==> src/hw/rtl/ertt_pkg.sv <==
// Shared types and constants for the echo range target tracker.
`timescale 1ns / 1ps
package ertt_pkg;
	localparam logic [1:0] MODE_SCAN     = 2'd0;
	localparam logic [1:0] MODE_NUDGE    = 2'd1;
	localparam logic [1:0] MODE_SNAKE    = 2'd2;
	localparam logic [1:0] MODE_EDGE     = 2'd3;

	localparam logic [2:0] REG_TRACK_MODE = 3'd0;
	localparam logic [2:0] REG_NEAR       = 3'd1;
	localparam logic [2:0] REG_CONTACT    = 3'd2;
	localparam logic [2:0] REG_COMMIT     = 3'd3;
	localparam logic [2:0] REG_BACKUP_EN  = 3'd4;
	localparam logic [2:0] REG_BACKUP_AFT = 3'd5;
	localparam logic [2:0] REG_GRACE      = 3'd6;
	localparam logic [2:0] REG_LOST_LIM   = 3'd7;

	localparam int MAX_RECS = 6;

	typedef struct packed {
		logic [3:0] left_duty;
		logic [3:0] right_duty;
		logic       left_forward;
		logic       right_forward;
		logic [7:0] drive_periods;
		logic [6:0] beep_ms;
		logic [6:0] pause_ms;
		logic       led_level;
	} rec_t;

	typedef struct packed {
		logic [1:0] track_mode;
		logic [9:0] near_threshold;
		logic [9:0] contact_threshold;
		logic [9:0] commit_threshold;
		logic       backup_enable;
		logic [9:0] backup_after;
		logic [2:0] grace_count;
		logic [3:0] miss_allow;
	} cfg_t;

	typedef struct packed {
		logic       lock_flag;
		logic [1:0] ramp_step;
		logic [2:0] grace_left;
		logic       blink_phase;
		logic [9:0] empty_search_steps;
		logic       turn_clockwise;
		logic       prev_present;
		logic [3:0] lost_run;
		logic       centering_active;
		logic [3:0] span_seen;
		logic [9:0] held_ticks;
		logic       led_state;
	} st_t;

	localparam cfg_t CFG_RESET = '{MODE_SCAN, 10'd350, 10'd45, 10'd130, 1'b1, 10'd320,
		3'd2, 4'd5};
	localparam st_t ST_RESET = '{1'b0, 2'd0, 3'd0, 1'b0, 10'd0, 1'b1, 1'b0, 4'd0, 1'b0,
		4'd0, 10'd0, 1'b1};

	function automatic logic [3:0] ramp_val(input logic [1:0] r);
		case (r)
			2'd0: ramp_val = 4'd7;
			2'd1: ramp_val = 4'd9;
			default: ramp_val = 4'd10;
		endcase
	endfunction

	function automatic rec_t mk(input logic [3:0] ld, input logic [3:0] rd, input logic lf,
			input logic rf, input logic [7:0] per, input logic [6:0] bp,
			input logic [6:0] pz, input logic led);
		rec_t r;
		r.left_duty = ld; r.right_duty = rd; r.left_forward = lf; r.right_forward = rf;
		r.drive_periods = per; r.beep_ms = bp; r.pause_ms = pz; r.led_level = led;
		mk = r;
	endfunction
endpackage

==> src/hw/rtl/ertt_step.sv <==
// Per-ping decision logic: next state and up to six command records.
`timescale 1ns / 1ps
module ertt_step import ertt_pkg::*; #(
	parameter int SPAN_LIMIT = 10
) (
	input  cfg_t        cfg,
	input  st_t         st,
	input  logic [9:0]  ticks,
	output st_t         nst,
	output rec_t [5:0]  recs,
	output logic [2:0]  nrec
);
	localparam logic [4:0] SPAN_L = 5'(SPAN_LIMIT);

	always_comb begin
		st_t s;
		logic present;
		logic edge_m;
		logic [2:0] n;
		logic [4:0] seen;
		logic [3:0] back;
		logic finish;
		logic give_up;
		logic [3:0] fwd, inner, duty;
		logic [6:0] bp;
		logic [10:0] es;
		logic do_search, scw;
		logic [6:0] sbeep, spause;
		s = st;
		n = '0;
		recs = '0;
		present = (ticks != 10'd0) && (ticks < cfg.near_threshold);
		edge_m = (cfg.track_mode == MODE_EDGE);
		do_search = 1'b0; scw = 1'b1; sbeep = '0; spause = '0;
		finish = 1'b1; seen = '0; back = '0; give_up = 1'b0;
		fwd = '0; inner = '0; duty = '0; bp = '0; es = '0;
		case (cfg.track_mode)
			MODE_NUDGE: begin
				if (present) begin
					bp = s.lock_flag ? 7'd0 : 7'd120;
					s.empty_search_steps = '0; s.lock_flag = 1'b1; s.led_state = 1'b0;
					recs[0] = mk(4'd10, 4'd10, 1'b1, 1'b1, 8'd60, bp, 7'd0, 1'b0);
					n = 3'd1;
				end else begin
					s.lock_flag = 1'b0; s.led_state = 1'b1;
					do_search = 1'b1; spause = 7'd70;
				end
			end
			MODE_SNAKE: begin
				if (present) begin
					bp = s.lock_flag ? 7'd0 : 7'd120;
					s.empty_search_steps = '0; s.lock_flag = 1'b1; s.lost_run = '0;
					s.led_state = 1'b0;
					if (s.ramp_step < 2'd2) s.ramp_step = s.ramp_step + 2'd1;
					if (ticks < cfg.commit_threshold)
						recs[0] = mk(4'd10, 4'd10, 1'b1, 1'b1, 8'd60, bp, 7'd0, 1'b0);
					else begin
						fwd = ramp_val(s.ramp_step);
						inner = (fwd > 4'd6) ? fwd - 4'd4 : 4'd2;
						if (s.turn_clockwise)
							recs[0] = mk(fwd, inner, 1'b1, 1'b1, 8'd60, bp, 7'd0, 1'b0);
						else
							recs[0] = mk(inner, fwd, 1'b1, 1'b1, 8'd60, bp, 7'd0, 1'b0);
					end
					n = 3'd1;
				end else if (s.lock_flag) begin
					give_up = s.lost_run >= cfg.miss_allow;
					if (s.prev_present) s.turn_clockwise = ~s.turn_clockwise;
					if (s.lost_run != 4'd15) s.lost_run = s.lost_run + 4'd1;
					if (!give_up) begin
						s.led_state = 1'b0;
						recs[0] = mk(4'd9, 4'd9, s.turn_clockwise, ~s.turn_clockwise,
							8'd12, 7'd0, 7'd50, 1'b0);
					end else begin
						s.lock_flag = 1'b0; s.ramp_step = '0;
						recs[0] = mk(4'd0, 4'd0, 1'b0, 1'b0, 8'd0, 7'd60, 7'd0, s.led_state);
					end
					n = 3'd1;
				end else begin
					s.led_state = 1'b1;
					do_search = 1'b1; scw = s.turn_clockwise; spause = 7'd50;
				end
				s.prev_present = present;
			end
			default: begin
				if (edge_m && s.centering_active) begin
					if (present) begin
						seen = {1'b0, s.span_seen} + 5'd1;
						if (seen < SPAN_L) begin
							s.span_seen = seen[3:0];
							finish = 1'b0;
							recs[0] = mk(4'd10, 4'd10, 1'b1, 1'b0, 8'd12, 7'd0, 7'd50,
								s.led_state);
							n = 3'd1;
						end else
							s.span_seen = (seen > 5'd15) ? 4'd15 : seen[3:0];
					end
					if (finish) begin
						seen = {1'b0, s.span_seen} + 5'd1;
						back = seen[4:1];
						if (back > 4'd5) back = 4'd5;
						for (int i = 0; i < 5; i++)
							if (4'(i) < back)
								recs[i] = mk(4'd10, 4'd10, 1'b0, 1'b1, 8'd12, 7'd0, 7'd50,
									s.led_state);
						n = back[2:0];
						s.centering_active = 1'b0; s.lock_flag = 1'b1;
						s.grace_left = cfg.grace_count; s.led_state = 1'b0;
						s.ramp_step = 2'd1;
						duty = (s.held_ticks < cfg.contact_threshold) ? 4'd10 : 4'd9;
						recs[n] = mk(duty, duty, 1'b1, 1'b1, 8'd60, 7'd0, 7'd0, 1'b0);
						n = n + 3'd1;
					end
				end else if (present) begin
					s.empty_search_steps = '0;
					if (!s.lock_flag && edge_m) begin
						s.held_ticks = ticks; s.span_seen = 4'd1; s.centering_active = 1'b1;
						recs[0] = mk(4'd10, 4'd10, 1'b1, 1'b0, 8'd12, 7'd120, 7'd50,
							s.led_state);
						n = 3'd1;
					end else begin
						bp = '0;
						if (!s.lock_flag) begin
							recs[0] = mk(4'd9, 4'd9, 1'b1, 1'b0, 8'd20, 7'd0, 7'd0,
								s.led_state);
							n = 3'd1; bp = 7'd120; s.lock_flag = 1'b1;
						end
						s.grace_left = cfg.grace_count; s.led_state = 1'b0;
						if (s.ramp_step < 2'd2) s.ramp_step = s.ramp_step + 2'd1;
						duty = (ticks < cfg.contact_threshold) ? 4'd10 : ramp_val(s.ramp_step);
						recs[n] = mk(duty, duty, 1'b1, 1'b1, 8'd60, bp, 7'd0, 1'b0);
						n = n + 3'd1;
					end
				end else if (s.lock_flag && s.grace_left != 3'd0) begin
					duty = ramp_val(s.ramp_step);
					s.grace_left = s.grace_left - 3'd1; s.led_state = 1'b0;
					recs[0] = mk(duty, duty, 1'b1, 1'b1, 8'd60, 7'd0, 7'd0, 1'b0);
					n = 3'd1;
				end else begin
					sbeep = s.lock_flag ? 7'd60 : 7'd0;
					s.lock_flag = 1'b0; s.ramp_step = '0;
					s.blink_phase = ~s.blink_phase;
					s.led_state = ~s.blink_phase;
					do_search = 1'b1; spause = 7'd50;
				end
			end
		endcase
		if (do_search) begin
			recs[0] = mk(4'd9, 4'd9, scw, ~scw, 8'd10, sbeep, spause, s.led_state);
			n = 3'd1;
			if (cfg.backup_enable) begin
				es = {1'b0, s.empty_search_steps} + 11'd1;
				if (es >= {1'b0, cfg.backup_after}) begin
					s.empty_search_steps = '0;
					recs[1] = mk(4'd8, 4'd8, 1'b0, 1'b0, 8'd150, 7'd0, 7'd50, s.led_state);
					n = 3'd2;
				end else
					s.empty_search_steps = es[9:0];
			end
		end
		nst = s;
		nrec = n;
	end
endmodule

==> src/hw/rtl/echo_range_target_tracker_top.sv <==
// Top level of the echo range target tracker: config port, state, record queue.
//
//   channel   | valid      | stall      | payload
//   ----------+------------+------------+---------------------------------
//   ping in   | echo_valid | echo_stall | echo_ticks
//   record out| rec_valid  | rec_stall  | left_duty .. led_level, last_record
//   config    | APB psel/penable/pwrite/paddr/pwdata, prdata, pready=1
//
// A ping is decided in the cycle it is accepted: state updates at once and its
// one to six records land in a record buffer, which emits one beat per cycle
// while rec_stall is low. A ping holds the buffer until its last record leaves,
// so the drain sets the rate; a new ping is taken in the cycle the last beat leaves.
// Reset clears state to power-up values and empties the buffer.
// A stalled record holds until taken.
`timescale 1ns / 1ps
module echo_range_target_tracker_top import ertt_pkg::*; #(
	parameter int SPAN_LIMIT = 10
) (
	input  logic        clk,
	input  logic        arst_n,
	input  logic        psel,
	input  logic        penable,
	input  logic        pwrite,
	input  logic [4:0]  paddr,
	input  logic [31:0] pwdata,
	output logic [31:0] prdata,
	output logic        pready,
	input  logic        echo_valid,
	output logic        echo_stall,
	input  logic [9:0]  echo_ticks,
	output logic        rec_valid,
	input  logic        rec_stall,
	output logic [3:0]  left_duty,
	output logic [3:0]  right_duty,
	output logic        left_forward,
	output logic        right_forward,
	output logic [7:0]  drive_periods,
	output logic [6:0]  beep_ms,
	output logic [6:0]  pause_ms,
	output logic        led_level,
	output logic        last_record
);
	cfg_t cfg_q;
	st_t  st_q, nst;
	rec_t [5:0] recs, buf_q;
	logic [2:0] nrec, cnt_q, idx_q;
	logic take, pop, last;
	logic [2:0] ra;

	assign pready = 1'b1;
	assign ra = paddr[4:2];

	always_ff @(posedge clk or negedge arst_n) begin
		if (!arst_n) begin
			cfg_q <= CFG_RESET;
		end else if (psel && penable && pwrite) begin
			case (ra)
				REG_TRACK_MODE: cfg_q.track_mode <= pwdata[1:0];
				REG_NEAR:       cfg_q.near_threshold <= pwdata[9:0];
				REG_CONTACT:    cfg_q.contact_threshold <= pwdata[9:0];
				REG_COMMIT:     cfg_q.commit_threshold <= pwdata[9:0];
				REG_BACKUP_EN:  cfg_q.backup_enable <= pwdata[0];
				REG_BACKUP_AFT: cfg_q.backup_after <= pwdata[9:0];
				REG_GRACE:      cfg_q.grace_count <= pwdata[2:0];
				REG_LOST_LIM:   cfg_q.miss_allow <= pwdata[3:0];
				default: ;
			endcase
		end
	end

	always_comb begin
		case (ra)
			REG_TRACK_MODE: prdata = {30'd0, cfg_q.track_mode};
			REG_NEAR:       prdata = {22'd0, cfg_q.near_threshold};
			REG_CONTACT:    prdata = {22'd0, cfg_q.contact_threshold};
			REG_COMMIT:     prdata = {22'd0, cfg_q.commit_threshold};
			REG_BACKUP_EN:  prdata = {31'd0, cfg_q.backup_enable};
			REG_BACKUP_AFT: prdata = {22'd0, cfg_q.backup_after};
			REG_GRACE:      prdata = {29'd0, cfg_q.grace_count};
			REG_LOST_LIM:   prdata = {28'd0, cfg_q.miss_allow};
			default:        prdata = '0;
		endcase
	end

	ertt_step #(.SPAN_LIMIT(SPAN_LIMIT)) u_step (
		.cfg(cfg_q), .st(st_q), .ticks(echo_ticks), .nst(nst), .recs(recs), .nrec(nrec)
	);

	// Buffer holds the current ping's records; idx points at the beat on show.
	assign rec_valid  = (cnt_q != 3'd0);
	assign last       = (idx_q + 3'd1 == cnt_q);
	assign pop        = rec_valid && !rec_stall;
	assign echo_stall = rec_valid && !(pop && last);
	assign take       = echo_valid && !echo_stall;

	always_ff @(posedge clk or negedge arst_n) begin
		if (!arst_n) begin
			st_q <= ST_RESET;
			cnt_q <= '0;
			idx_q <= '0;
		end else if (take) begin
			st_q  <= nst;
			cnt_q <= nrec;
			idx_q <= '0;
		end else if (pop) begin
			if (last) cnt_q <= '0;
			else idx_q <= idx_q + 3'd1;
		end
	end

	always_ff @(posedge clk) begin
		if (take) buf_q <= recs;
	end

	always_comb begin
		rec_t r;
		r = buf_q[0];
		for (int i = 0; i < MAX_RECS; i++)
			if (idx_q == 3'(i)) r = buf_q[i];
		left_duty = r.left_duty;
		right_duty = r.right_duty;
		left_forward = r.left_forward;
		right_forward = r.right_forward;
		drive_periods = r.drive_periods;
		beep_ms = r.beep_ms;
		pause_ms = r.pause_ms;
		led_level = r.led_level;
		last_record = last;
	end
endmodule
==> config.mk <==
export PLATFORM = sky130hd
export DESIGN_NAME = echo_range_target_tracker_top
export DESIGN_NICKNAME = d
export VERILOG_FILES = /design/src/hw/rtl/ertt_pkg.sv /design/src/hw/rtl/ertt_step.sv /design/src/hw/rtl/echo_range_target_tracker_top.sv
export SDC_FILE = /design/constraint.sdc
export NUM_CORES = 1
export LEC_CHECK = 0
export BUFFER_PORTS_ARGS = -buffer_cell sky130_fd_sc_hd__buf_2
export CORE_MARGIN = 1.5
export CORE_UTILIZATION = 49
export CTS_BUF_LIST = sky130_fd_sc_hd__clkbuf_4 sky130_fd_sc_hd__clkbuf_8 sky130_fd_sc_hd__clkbuf_16
export DETAILED_ROUTE_END_ITERATION = 12
export PLACE_DENSITY_LB_ADDON = 0.05
export SLEW_MARGIN = 10
export SYNTH_ARGS = -nofsm -noshare
export SYNTH_HDL_FRONTEND = slang
export SYNTH_SLANG_ARGS = --single-unit
==> constraint.sdc <==
create_clock -name clk -period 6.68 [get_ports clk]
set_input_delay 0.668 -clock clk [delete_from_list [all_inputs] [get_ports clk]]
set_output_delay 0.668 -clock clk [all_outputs]
set_load 0.02 [all_outputs]
---- After elaboration in Yosys (flattened, before gate mapping) ----
Cells that the tools add are included.
word-level totals
  logic and storage cells ................. 371
  input port bits ......................... 54
  bits in registers ....................... 293
cells by class
  add/subtract/negate cells ............... 10
  bitwise gates (word level) .............. 9
  order comparisons ....................... 20
  reduce and logical (&&, ||, !) cells .... 51
  muxes and demuxes ....................... 180
  eq/ne operators ......................... 31
operators with widths
  operator                                       count
  two-way mux 33 bit                             46
  bitwise mux 198 bit                            2
  two-way mux 198 bit                            2
  two-way mux 165 bit                            2
  case mux 32 bit (8 select lines)               1
  demux 33 bit (select 3 bit)                    2
  two-way mux 7 bit                              13
  two-way mux 4 bit                              21
  two-way mux 3 bit                              23
  two-way mux 66 bit                             1
  case mux 33 bit (2 select lines)               1
  two-way mux 10 bit                             6
  two-way mux 6 bit                              7
  less-than comparator 10 bit                    4
  two-way mux 1 bit                              32
  two-way mux 15 bit                             2
  case mux 4 bit (2 select lines)                3
  AND reduction 2 bit                            11
  AND reduction 5 bit                            4
  == test 3 bit, second input constant           6
  two-way mux 2 bit                              9
  AND reduction 4 bit                            4
  case mux 7 bit (2 select lines)                1
  == test 3 x 2 -> 1 bit, second input constant  4
  44 further kinds                               94

---- Logic depth before layout (Yosys ltp) ----
Gate-level depths: netlist (run 1).
  depth in word-level cells ............... 25
  depth in mapped cells ................... 22

---- By module ----
A second synthesis (run 1) with hierarchy kept.
unflattened totals
  cell total of the unflattened synthesis .. 1540
  area total of the unflattened synthesis .. 16841.2 um2
by module, submodules not included
  module                         times used  sequential area each (um2)  area each (um2)  cells an instance
  echo_range_target_tracker_top  1           8348.0                      11772.5          784
  ertt_step                      1           0.0                         5068.6           756

---- Least setup slack after synthesis (run 1) ----
Ideal clock, no wire load.
  path type ............................... input to register
  from .................................... input port echo_ticks[7]
  to ...................................... register buf_q[28] in the netlist's numbering (data pin)
  required time ........................... 6.408 ns
  path slack .............................. 1.836 ns
  stages .................................. 20
  setup time .............................. 0.272 ns
  arrival time ............................ 4.572 ns
  path buffers ............................ 4
  cells stage by stage .................... ha_1 > a211oi_1 > nor2_1 > or3_1 > buf_6 > nor2_1 > clkbuf_1 > clkbuf_1 > a31oi_1 > ha_1 > inv_1 > o41ai_1 > a221o_1 > buf_2 > inv_1 > ha_1 > a21boi_0 > mux2i_2 > o31ai_1 > nand3_1
between the ends
  word-level cells in the longest chain between the ends .. 20
ends and longest elaborated chain
  element                                                             line                                  RTL
  start: declaration                                                  echo_range_target_tracker_top.sv:30   input logic [9:0] echo_ticks,
  less-than comparator 10 bit or nonzero test 10 bit (tied branches)  ertt_step.sv:32                       present = (ticks != 10'd0) && (ticks < cfg.near_threshold);
  logical AND 1 bit                                                   ertt_step.sv:32
  two-way mux 4 bit                                                   ertt_step.sv:87                       if (present) begin
  two-way mux 4 bit                                                   ertt_step.sv:86                       if (edge_m && s.centering_active) begin
  two-way mux 4 bit                                                   ertt_step.sv:37                       case (cfg.track_mode)
  adder 4 x 1 -> 5 bit                                                ertt_step.sv:99                       seen = {1'b0, s.span_seen} + 5'd1;
  > comparator 4 x 3 -> 1 bit                                         ertt_step.sv:101                      if (back > 4'd5) back = 4'd5;
  two-way mux 4 bit                                                   ertt_step.sv:101
  [... 4 more ...]                                                    -
  two-way mux 33 bit                                                  ertt_step.sv:103                      if (4'(i) < back)
  two-way mux 33 bit                                                  ertt_step.sv:98                       if (finish) begin
  two-way mux 33 bit                                                  ertt_step.sv:86
  two-way mux 33 bit                                                  ertt_step.sv:37
  bitwise mux 198 bit                                                 ertt_step.sv:111                      recs[n] = mk(duty, duty, 1'b1, 1'b1, 8'd60, 7'd0, 7'd0, 1'b0);
  two-way mux 198 bit                                                 ertt_step.sv:98
  two-way mux 198 bit                                                 ertt_step.sv:86
  case mux 33 bit (2 select lines)                                    ertt_step.sv:37
  end signal: assignment                                              echo_range_target_tracker_top.sv:112  if (take) buf_q <= recs;
  end: declaration                                                    echo_range_target_tracker_top.sv:45   rec_t [5:0] recs, buf_q;
Several ways; a longest one is shown, not always the timed one. The select of a mux whose other input is x is not followed.
A chain may end at the register's enable or synchronous reset.

---- Worst setup path after layout (run 1) ----
  from .................................... register cfg_q[48] in the netlist's numbering
  to ...................................... register st_q[24] in the netlist's numbering
between the ends
  word-level cells in the longest chain between the ends .. 9
ends and longest elaborated chain
  element                         line                                  RTL
  start: declaration              echo_range_target_tracker_top.sv:43   cfg_t cfg_q;
  == test 2 bit                   ertt_step.sv:33                       edge_m = (cfg.track_mode == MODE_EDGE);
  logical AND 1 bit               ertt_step.sv:86
  two-way mux 10 bit              ertt_step.sv:86
  two-way mux 10 bit              -
  adder 10 x 1 -> 11 bit          ertt_step.sv:152                      es = {1'b0, s.empty_search_steps} + 11'd1;
  >= comparator 11 x 10 -> 1 bit  ertt_step.sv:153                      if (es >= {1'b0, cfg.backup_after}) begin
  two-way mux 10 bit              ertt_step.sv:153
  two-way mux 10 bit              ertt_step.sv:151                      if (cfg.backup_enable) begin
  two-way mux 10 bit (*)          ertt_step.sv:148                      if (do_search) begin
  end signal: assignment          echo_range_target_tracker_top.sv:102  st_q <= nst;
  end: declaration                echo_range_target_tracker_top.sv:44   st_t st_q, nst;
Mark *: on every way between the ends. The rest lies on a longest branch, timed or not.

==> results of run 1 <==
[metrics by stage]
| stage | std cells | worst slack (ps) | total power, mW | hold WS [ps] | utilization (%) |
|---|---|---|---|---|---|
| finish | 1425 | 1440 | 4.47 | 170 | 55.7 |
| CTS | 1425 | 1550 | 4.48 | 174 | 55.6 |
| detailed placement | 1393 | 1210 | 3.50 | 480 | 52.7 |
| global route | 1425 | 1040 | 4.80 | 195 | 55.7 |
| floorplan | 1117 | 1840 | 2.89 | 372 | - |
| global placement | 1393 | 1300 | 3.48 | 475 | 52.7 |
[worst register-to-register path, cell delays in order, from the launching register on]
cell	delay, ps
dfrtp_1	480
inv_1	80
ha_1	480
buf_4	290
inv_1	170
nor2_1	400
nor3_2	70
buf_4	190
nor3_1	400
xnor2_1	130
ha_1	320
a2111o_1	410
a31oi_1	140
o21ai_0	130
a221o_1	420
nor3_1	640
buf_4	250
nand2_1	60
mux2i_1	120
[worst paths after layout]
| kind | cells after the start | slack (ps) | endpoint |
|---|---|---|---|
| worst max-delay path | 18 | 1440 | st_q[24]$_DFFE_PN0P_ |
| worst min-delay path | 1 | 170 | st_q[4]$_DFFE_PN0P_ |
| worst max register to register | 18 | 1440 | st_q[24]$_DFFE_PN0P_ |
| worst min register to register | 1 | 490 | st_q[34]$_DFFE_PN0P_ |
| max in group asynchronous | 2 | 5280 | st_q[35]$_DFFE_PN0P_ |
| min in group clk | 1 | 490 | st_q[34]$_DFFE_PN0P_ |
[cell type report]
type	instances	area, µm²	area share (%)
multi-input combinational	820	5260	48.2
sequential	148	3990	36.6
clock buffer	20	454	4.16
timing repair buffer	83	453	4.15
tap	265	332	3.04
inverter	77	289	2.65
clock inverter	12	126	1.16
[cells in the final DEF, fill, tap and decap left out, drive strengths merged, types with 18 or more instances in the layout]
| cell type | count |
|---|---|
| mux2 | 24 |
| nor2 | 78 |
| a21oi | 62 |
| dfrtp | 75 |
| conb | 29 |
| o21ai | 106 |
| mux2i | 18 |
| inv | 81 |
| nand3 | 33 |
| buf | 83 |
| nor3 | 36 |
| clkbuf | 20 |
| dfstp | 20 |
| ha | 72 |
| edfxtp | 53 |
| nand2 | 152 |
[layer usage]
layer | vias up | global-route usage [%] | wire length (µm)
met5 | - | 0 | 12
met4 | 2 | 9.14 | 528
met3 | 37 | 3.88 | 1180
met2 | 268 | 45.3 | 13000
met1 | 3933 | 35.3 | 11800
li1 | 3968 | - | -
[logic make-up (layout without fill, tap and decap cells)]
family,count (synthesis),after routing
AO/OA/AOI/OAI,287,287
XOR/XNOR,18,18
adder cells (fa/ha/maj),72,72
buffers and inverters,149,192
flip-flops,148,148
multiplexers,45,45
other,2,29
AND/OR/NAND/NOR,369,369
[where the power goes]
part           internal (mW)  switching [mW]  total (mW)
clock network          0.569           0.399       0.967
logic                  0.722            1.41        2.13
registers               1.23           0.138        1.37
total                   2.52            1.95        4.47
[flip-flops by register name, summed over array words and instances (netlist names)]
register and flops:
cfg_q 50, buf_q 53, st_q 39, idx_q 3, cnt_q 3
==> flow_metrics.tcl, run 1 <==
set metrics [dict create \
    status "finished clean" \
    synth_compound_area_share_pct 18.7 \
    synth_adder_area_share_pct 9.16 \
    cts-root-buf "clkbuf_16" \
    num_vias 8208 \
    gp_congestion 0.907 \
    setup_viol_count_final 0 \
    nFillCells 1863 \
    cts.repair.resized 0 \
    critPathSlowestCell "nor3_1" \
    cts_hold_buf 0 \
    ys_seq_elements 148 \
    drcViolationCount 0 \
    vdd_drop_max_v 0.000221 \
    yosys.area_share.simple_pct 17.4 \
    dieArea_um2 20900 \
    worst_slew_pin_slew_ps 1250 \
    synth_mux_area_share_pct 5.30 \
    io_buffer_count 69 \
    postRouteAntennaNets 0 \
    ys_seq_area_share_pct 40.6 \
    first_pass_iters 5 \
    powerDensity_nw_per_um2 410 \
    core_area_um2 19600 \
    cts_tree "done" \
    synth_area_leaders "dfrtp_1, edfxtp_1, ha_1" \
    p_leak_nw 4.89 \
    slowest_delay_ps 640 \
    critPathTopFamily "simple AND/OR/NAND/NOR gates" \
    clkSlewWorstSetupHoldPaths_ps 60 \
    stdcell_area_um2 10900 \
    rsz0062_at_grt "false" \
    worstPathMaxFanout 16 \
    die_w_um 145 \
    syn-instance-count 1090 \
    fp.dieH_um 145 \
    min_period_over_period_pct 78.4 \
    async_flop_share_pct 64.2 \
    drive_above_1_share_pct 15.9 \
    grt_pass1_vias 7666 \
    grt_start_max_net_pins 65 \
    via_per_inst 5.76 \
    setup_tns_ps 0 \
    yosysTopAreaCell "dfrtp_1" \
    wl_mm 26.5 \
    wire_per_inst_um 18.6 \
    htree_levels 4 \
    worst-setup-path-type "flop to flop" \
    dp_hpwl_mm 19.7 \
    max-slew-margin-rel_pct 16.4 \
    cts_buffer_depth 2 \
    critical_path_required_ps 7030 \
    finalCriticalPeriod_ps 5240 \
    crit_path_start_kind "flop" \
    synth-xor-area-share_pct 1.60 \
    cts.sinks 148 \
    crit_arrival_ps 5590 \
    antenna_found_initial 1 \
    area_growth_pct 10.9 \
    final_hold_viol_count 0 \
    yosys.area.top_type_share_pct 19.1 \
    path_buf_inv 5 \
    maxCapViolCount 0 \
    synth_ff_type "dfrtp_1" \
    finClkSkew_ps 7.45 \
    drtIter0Drc 606 \
    max_freq_mhz 191 \
    synth_edf_count 53 \
    diodes 0 \
    synth_most_common_cell "nand2_1" \
    cts_inserted_buffers 17 \
    finalMaxSlewViolations 0 \
    place_area_um2 10300 \
    grt_pass1_wl_mm 42.2 \
    core.rowCount 51 \
    post_cts_buffers 0 \
    ios 123 \
    endpoint_kind "flop" \
    worstSetupStartpoint "cfg_q[48]$_DFFE_PN0P_" \
    syn_avg_cell_area_um2 9.03 \
    synthTopCellsByCount "nand2_1, o21ai_0, nor2_1, dfrtp_1, inv_1" \
    synth_top_family_by_area "compound AO/OA/AOI/OAI gates" \
    yosysUniqueCellTypes 80 \
    start_util_pct 50.2 \
    min_path_type "input port to async pin" \
    cpMostUsedCell "buf_4" \
    nets 1273 \
    syn_area_um2 9840 \
    grtUsageTotal_pct 26.8 \
    yosysWarnings 0 \
    clk_latency_ps 430 \
    grt_remaining_overflow 0 \
    crit_chain "inv_1, ha_1, buf_4, inv_1, nor2_1, nor3_2, buf_4, nor3_1, xnor2_1, ha_1, a2111o_1, a31oi_1, o21ai_0, a221o_1, nor3_1, buf_4, nand2_1, mux2i_1" \
    reg2reg_from "cfg_q[48]$_DFFE_PN0P_" \
]
Note: power is estimated with default switching activity, not from simulation.
==> run 2, diff against run 1 <==
==> constraint.sdc (replaced) <==
create_clock -name clk -period 4.6 [get_ports clk]
set_input_delay 0.46 -clock clk [delete_from_list [all_inputs] [get_ports clk]]
set_output_delay 0.46 -clock clk [all_outputs]
set_load 0.02 [all_outputs]
==> flow_metrics.tcl, run 2 (synthesis gave the netlist of run 1 again) <==
set metrics [dict create \
    status "finished clean" \
    timing.hold.ws_ps 89.6 \
    cts_inserted_buffers 17 \
    htree_levels 4 \
    fin_ws_ps 237 \
    crit_arrival_ps 4630 \
    min_period_over_period_pct 94.9 \
    start_util_pct 50.2 \
    num_vias 8274 \
    powerDensity_nw_per_um2 593 \
    cts.sinks 148 \
    area_growth_pct 13.9 \
    drtIter0Drc 598 \
    vdd_drop_max_v 0.000289 \
    cts_tree "done" \
    critical_path_required_ps 4870 \
    worst-setup-path-type "flop to flop" \
    wire_per_inst_um 18.5 \
    maxCapViolCount 0 \
    first_pass_iters 5 \
    reg.largest.list "buf_q x53, cfg_q x50, st_q x39" \
    worstPathMaxFanout 7 \
    drcViolationCount 0 \
    max-slew-margin-rel_pct 27.4 \
    final_hold_viol_count 0 \
    post-place-ws_ps 10.3 \
    finalCriticalPeriod_ps 4360 \
    layout_commonest_cell "nand2_1" \
    core_area_um2 19600 \
    postRouteAntennaNets 0 \
    cts_hold_buf 0 \
    stdcell_area_um2 11200 \
    fp.dieH_um 145 \
    final_cell_mix "nand2_1, o21ai_0, nor2_1" \
    ff2ff_setup_slack_ps 240 \
    nets 1301 \
    cts_buffer_depth 2 \
    worst_slew_pin_slew_ps 1080 \
    finClkSkew_ps 10.4 \
    finalMaxSlewViolations 0 \
    largest_reg_flops 53 \
    power.total_mw 6.65 \
    dp_hpwl_mm 20.1 \
    dieArea_um2 20900 \
    ios 123 \
    wl_mm 26.9 \
    grt_pass1_wl_mm 42.8 \
    nFillCells 1824 \
    critPathCapture "buf_q[63]$_DFFE_PP_" \
    via_per_inst 5.69 \
    place_area_um2 10500 \
    endpoint_kind "flop" \
    clk_latency_ps 430 \
    grt_start_max_net_pins 56 \
    min_path_type "input port to async pin" \
    drive_above_1_share_pct 18.9 \
    cts-root-buf "clkbuf_16" \
    p_leak_nw 5.06 \
    io_buffer_count 69 \
    die_w_um 145 \
    diodes 0 \
    core.rowCount 51 \
    grt_pass1_vias 7926 \
    reg2reg_from "cfg_q[46]$_DFFE_PN1P_" \
    worstSetupStartpoint "cfg_q[46]$_DFFE_PN1P_" \
    antenna_found_initial 1 \
    setup_viol_count_final 0 \
    regMostFlops "buf_q" \
    gp_congestion 0.921 \
    worst_r2r_path_depth 17 \
    r2r_end "buf_q[63]$_DFFE_PP_" \
    grt_remaining_overflow 0 \
    grtUsageTotal_pct 27.1 \
    crit_path_start_kind "flop" \
    max_freq_mhz 229 \
    clkSlewWorstSetupHoldPaths_ps 60 \
]
## run 2: critical path: stages (launching register included)
cell	delay (ps)
dfstp_2	540
inv_1	70
ha_1	310
nand4_1	110
a21oi_1	230
o21a_2	320
nor3_2	110
nor3_1	410
xnor2_1	160
ha_1	320
a2111o_1	410
a31oi_1	130
o21ai_1	90
a221o_1	330
o21ai_2	230
buf_4	190
nand4_1	100
o22ai_1	140
## run 2: routing by layer
metal  global-route usage, %  vias to the layer above  wire (µm)
li1                        -                     4021          -
met1                    34.7                     3936      11600
met2                    45.6                      256      13100
met3                    4.94                       61       1300
met4                    10.9                        0        857
met5                       0                        -          0
## run 2: final cells by class
type / instances / area [µm²] / share of cell area, %
inverters: 77 / 289 / 2.58
clock buffers: 21 / 497 / 4.43
flip-flops and latches: 148 / 3990 / 35.6
multi-input cells: 820 / 5310 / 47.4
well taps: 265 / 332 / 2.96
clock inverters: 11 / 119 / 1.06
repair buffers: 111 / 667 / 5.95
## run 2: what timing repair did
item                       4_1_cts  5_1_grt
setup endpoints to repair        0       25
resized for setup                0       16
setup buffers                    0        1
## run 2: how the worst min path moves through the flow
stage	endpoint	depth (start not counted)
final	st_q[3]$_DFFE_PN0P_	1
after global routing	st_q[3]$_DFFE_PN0P_	1
after CTS	st_q[3]$_DFFE_PN0P_	1
after detailed placement	st_q[35]$_DFFE_PN0P_	1
after global placement	st_q[34]$_DFFE_PN0P_	1
after floorplan	cfg_q[10]$_DFFE_PN0P_	0
## run 2: metrics by stage
step	util [%]	TNS [ps]	cells
after floorplan	-	-8.44	1117
after global placement	53.7	0	1420
after detailed placement	53.7	0	1420
after CTS	56.9	0	1452
after global routing	57.2	-19.7	1453
final	57.2	0	1453
## run 2: where the power goes
part	total [mW]	internal, mW	leakage [nW]	switching (mW)
Sequential	1.99	1.79	1.65	0.199
Clock	1.46	0.884	0.312	0.578
Combinational	3.20	1.12	3.09	2.08
==> run 3, diff against run 2 <==
--- a/config.mk
+++ b/config.mk
@@ -5,7 +5,9 @@
 export SDC_FILE = /design/constraint.sdc
 export NUM_CORES = 1
 export LEC_CHECK = 0
+export ABC_AREA = 1
 export BUFFER_PORTS_ARGS = -buffer_cell sky130_fd_sc_hd__buf_2
+export CORE_ASPECT_RATIO = 1.4
 export CORE_MARGIN = 1.5
 export CORE_UTILIZATION = 49
 export CTS_BUF_LIST = sky130_fd_sc_hd__clkbuf_4 sky130_fd_sc_hd__clkbuf_8 sky130_fd_sc_hd__clkbuf_16
==> flow_metrics.tcl, run 3 <==
set metrics [dict create \
    synthTopCellsByCount "nand2_1, inv_1, o21ai_0, nor2_1, dfrtp_1" \
    p_leak_nw 5.55 \
    synth_most_common_cell "nand2_1" \
    worst-setup-path-type "flop to flop" \
    setup_viol_count_final 0 \
    synth_top_family_by_area "simple AND/OR/NAND/NOR gates" \
    crit_path_start_kind "flop" \
    synth_ff_type "dfrtp_1" \
    via_per_inst 5.22 \
    htree_levels 4 \
    largest_reg_flops 53 \
    yosysTopAreaCell "dfrtp_1" \
    worstPathMaxFanout 8 \
    drtIter0Drc 488 \
    final_hold_viol_count 0 \
    maxCapViolCount 0 \
    first_pass_iters 5 \
    synth_area_leaders "dfrtp_1, edfxtp_1, nand2_1" \
    rsz0062_at_grt "false" \
    drive_above_1_share_pct 15.7 \
    syn_avg_cell_area_um2 7.86 \
    finClkSkew_ps 12.9 \
    synth_edf_count 53 \
    final_cell_mix "nand2_1, inv_1, o21ai_0" \
    start_util_pct 49.7 \
    status "finished clean" \
    grt_pass1_vias 8178 \
    synth-xor-area-share_pct 1.02 \
    num_vias 8485 \
    die_w_um 125 \
    fp.dieH_um 173 \
    grt_start_max_net_pins 70 \
    endpoint_kind "flop" \
    critPathTopFamily "simple AND/OR/NAND/NOR gates" \
    gp_congestion 0.904 \
    grt_pass1_wl_mm 42.5 \
    wl_mm 26.4 \
    io_buffer_count 69 \
    min_period_over_period_pct 92.0 \
    dieArea_um2 21600 \
    wire_per_inst_um 16.2 \
    antenna_found_initial 0 \
    cts.sinks 148 \
    yosysUniqueCellTypes 65 \
    regMostFlops "buf_q" \
    core_area_um2 20400 \
    ff2ff_setup_slack_ps 370 \
    powerDensity_nw_per_um2 578 \
    core.rowCount 62 \
    slowest_delay_ps 530 \
    vdd_drop_max_v 0.000242 \
    ys_seq_elements 148 \
    path_buf_inv 4 \
    cts_inserted_buffers 17 \
    postRouteAntennaNets 0 \
    reg.largest.list "buf_q x53, cfg_q x50, st_q x39" \
    finalCriticalPeriod_ps 4230 \
    ios 123 \
    synth_adder_area_share_pct 8.89 \
    critPathSlowestCell "dfstp_2" \
    r2r_end "buf_q[33]$_DFFE_PP_" \
    cpMostUsedCell "nand2_1" \
    nets 1482 \
    yosys.area_share.simple_pct 22.5 \
    layout_commonest_cell "nand2_1" \
    dp_hpwl_mm 20.5 \
    worst_r2r_path_depth 30 \
    nFillCells 1990 \
    syn_area_um2 10100 \
    grt_remaining_overflow 0 \
    diodes 0 \
    synth_mux_area_share_pct 0.444 \
    crit_arrival_ps 4440 \
    ys_seq_area_share_pct 39.4 \
    cts_hold_buf 0 \
    reg2reg_from "cfg_q[42]$_DFFE_PN1P_" \
    yosys.area.top_type_share_pct 18.5 \
    max-slew-margin-rel_pct 32.6 \
    syn-instance-count 1289 \
    cts-root-buf "clkbuf_16" \
    async_flop_share_pct 64.2 \
    critical_path_required_ps 4800 \
    min_path_type "input port to async pin" \
    synth_compound_area_share_pct 16.3 \
    area_growth_pct 10.8 \
    drcViolationCount 0 \
    max_freq_mhz 236 \
    cts_tree "done" \
    clkSlewWorstSetupHoldPaths_ps 70 \
    power.total_mw 6.50 \
    yosysWarnings 0 \
    worst_slew_pin_slew_ps 1010 \
    clk_latency_ps 440 \
    cts_buffer_depth 2 \
    finalMaxSlewViolations 0 \
    grtUsageTotal_pct 25.1 \
    setup_tns_ps 0 \
]
## run 3: cell types whose count changed after synthesis, moves of 13 or more
cell / change
nor2_1: +20
nand2b_1: -13
mux2_2: -20
mux2i_1: -17
nand2_2: +18
nand2_1: +131
o21ai_0: +17
inv_1: +113
nor3_1: -15
## run 3: timing repair
| item | CTS | global route |
|---|---|---|
| endpoints found under the setup margin | 0 | 11 |
| gates resized for setup | 0 | 3 |
| setup buffers | 0 | 2 |
## run 3: cell type report
class                           instances  area (µm²)  share of cell area, %
Tap cell                              256         320                   2.85
Clock inverter                         10        92.6                  0.824
Multi-Input combinational cell        904        5100                   45.4
Timing Repair Buffer                   83         453                   4.03
Inverter                              202         766                   6.82
Clock buffer                           22         504                   4.49
Sequential cell                       148        3990                   35.6
## run 3: worst register-to-register path: cells and delay by family, from the launching register on
family	cells	cell delay (ps)
DFF	1	530
buffers and inverters	4	210
AOI/OAI and AO/OA	7	1030
and+or+nand+nor	16	1430
adders and majority gates	3	800
## run 3: kinds of logic after synthesis
kind of cell	count (synthesis)
AND/OR/NAND/NOR	508
AO/OA/AOI/OAI	280
buffers and inverters	264
flip-flops	148
adder cells (fa/ha/maj)	72
XOR/XNOR	11
multiplexers	4
other	2
## run 3: power breakdown
group / switching [mW] / internal (mW)
Sequential: 0.206 / 1.81
Clock: 0.580 / 0.836
Combinational: 2.08 / 0.980
## run 3: through the flow
stage / worst slack [ps] / cell area (µm²) / hold slack (ps) / util (%) / instances
floorplan: 613 / 10200 / 164 / - / 1316
global placement: 316 / 10600 / 465 / 52.0 / 1591
detailed placement: 211 / 10600 / 470 / 52.0 / 1591
CTS: 260 / 11200 / 193 / 54.9 / 1623
global route: 24.3 / 11200 / 228 / 55.1 / 1625
finish: 367 / 11200 / 140 / 55.1 / 1625
## run 3: how the worst max path moves through the flow
stage,from,end,cells after the start
detailed placement,echo_ticks[5],buf_q[33]$_DFFE_PP_,27
global route,cfg_q[42]$_DFFE_PN1P_,buf_q[33]$_DFFE_PP_,30
global placement,echo_ticks[5],buf_q[33]$_DFFE_PP_,28
floorplan,idx_q[0]$_DFFE_PN0P_,st_q[24]$_DFFE_PN0P_,11
CTS,cfg_q[41]$_DFFE_PN1P_,buf_q[33]$_DFFE_PP_,27
finish,cfg_q[42]$_DFFE_PN1P_,buf_q[33]$_DFFE_PP_,30
## run 3: per-layer routing
layer / up-vias / global-route usage (%) / wire (µm)
li1: 4339 / - / -
met1: 3903 / 28.7 / 10700
met2: 194 / 47.5 / 14200
met3: 49 / 2.97 / 712
met4: 0 / 9.34 / 757
met5: - / 0 / 0
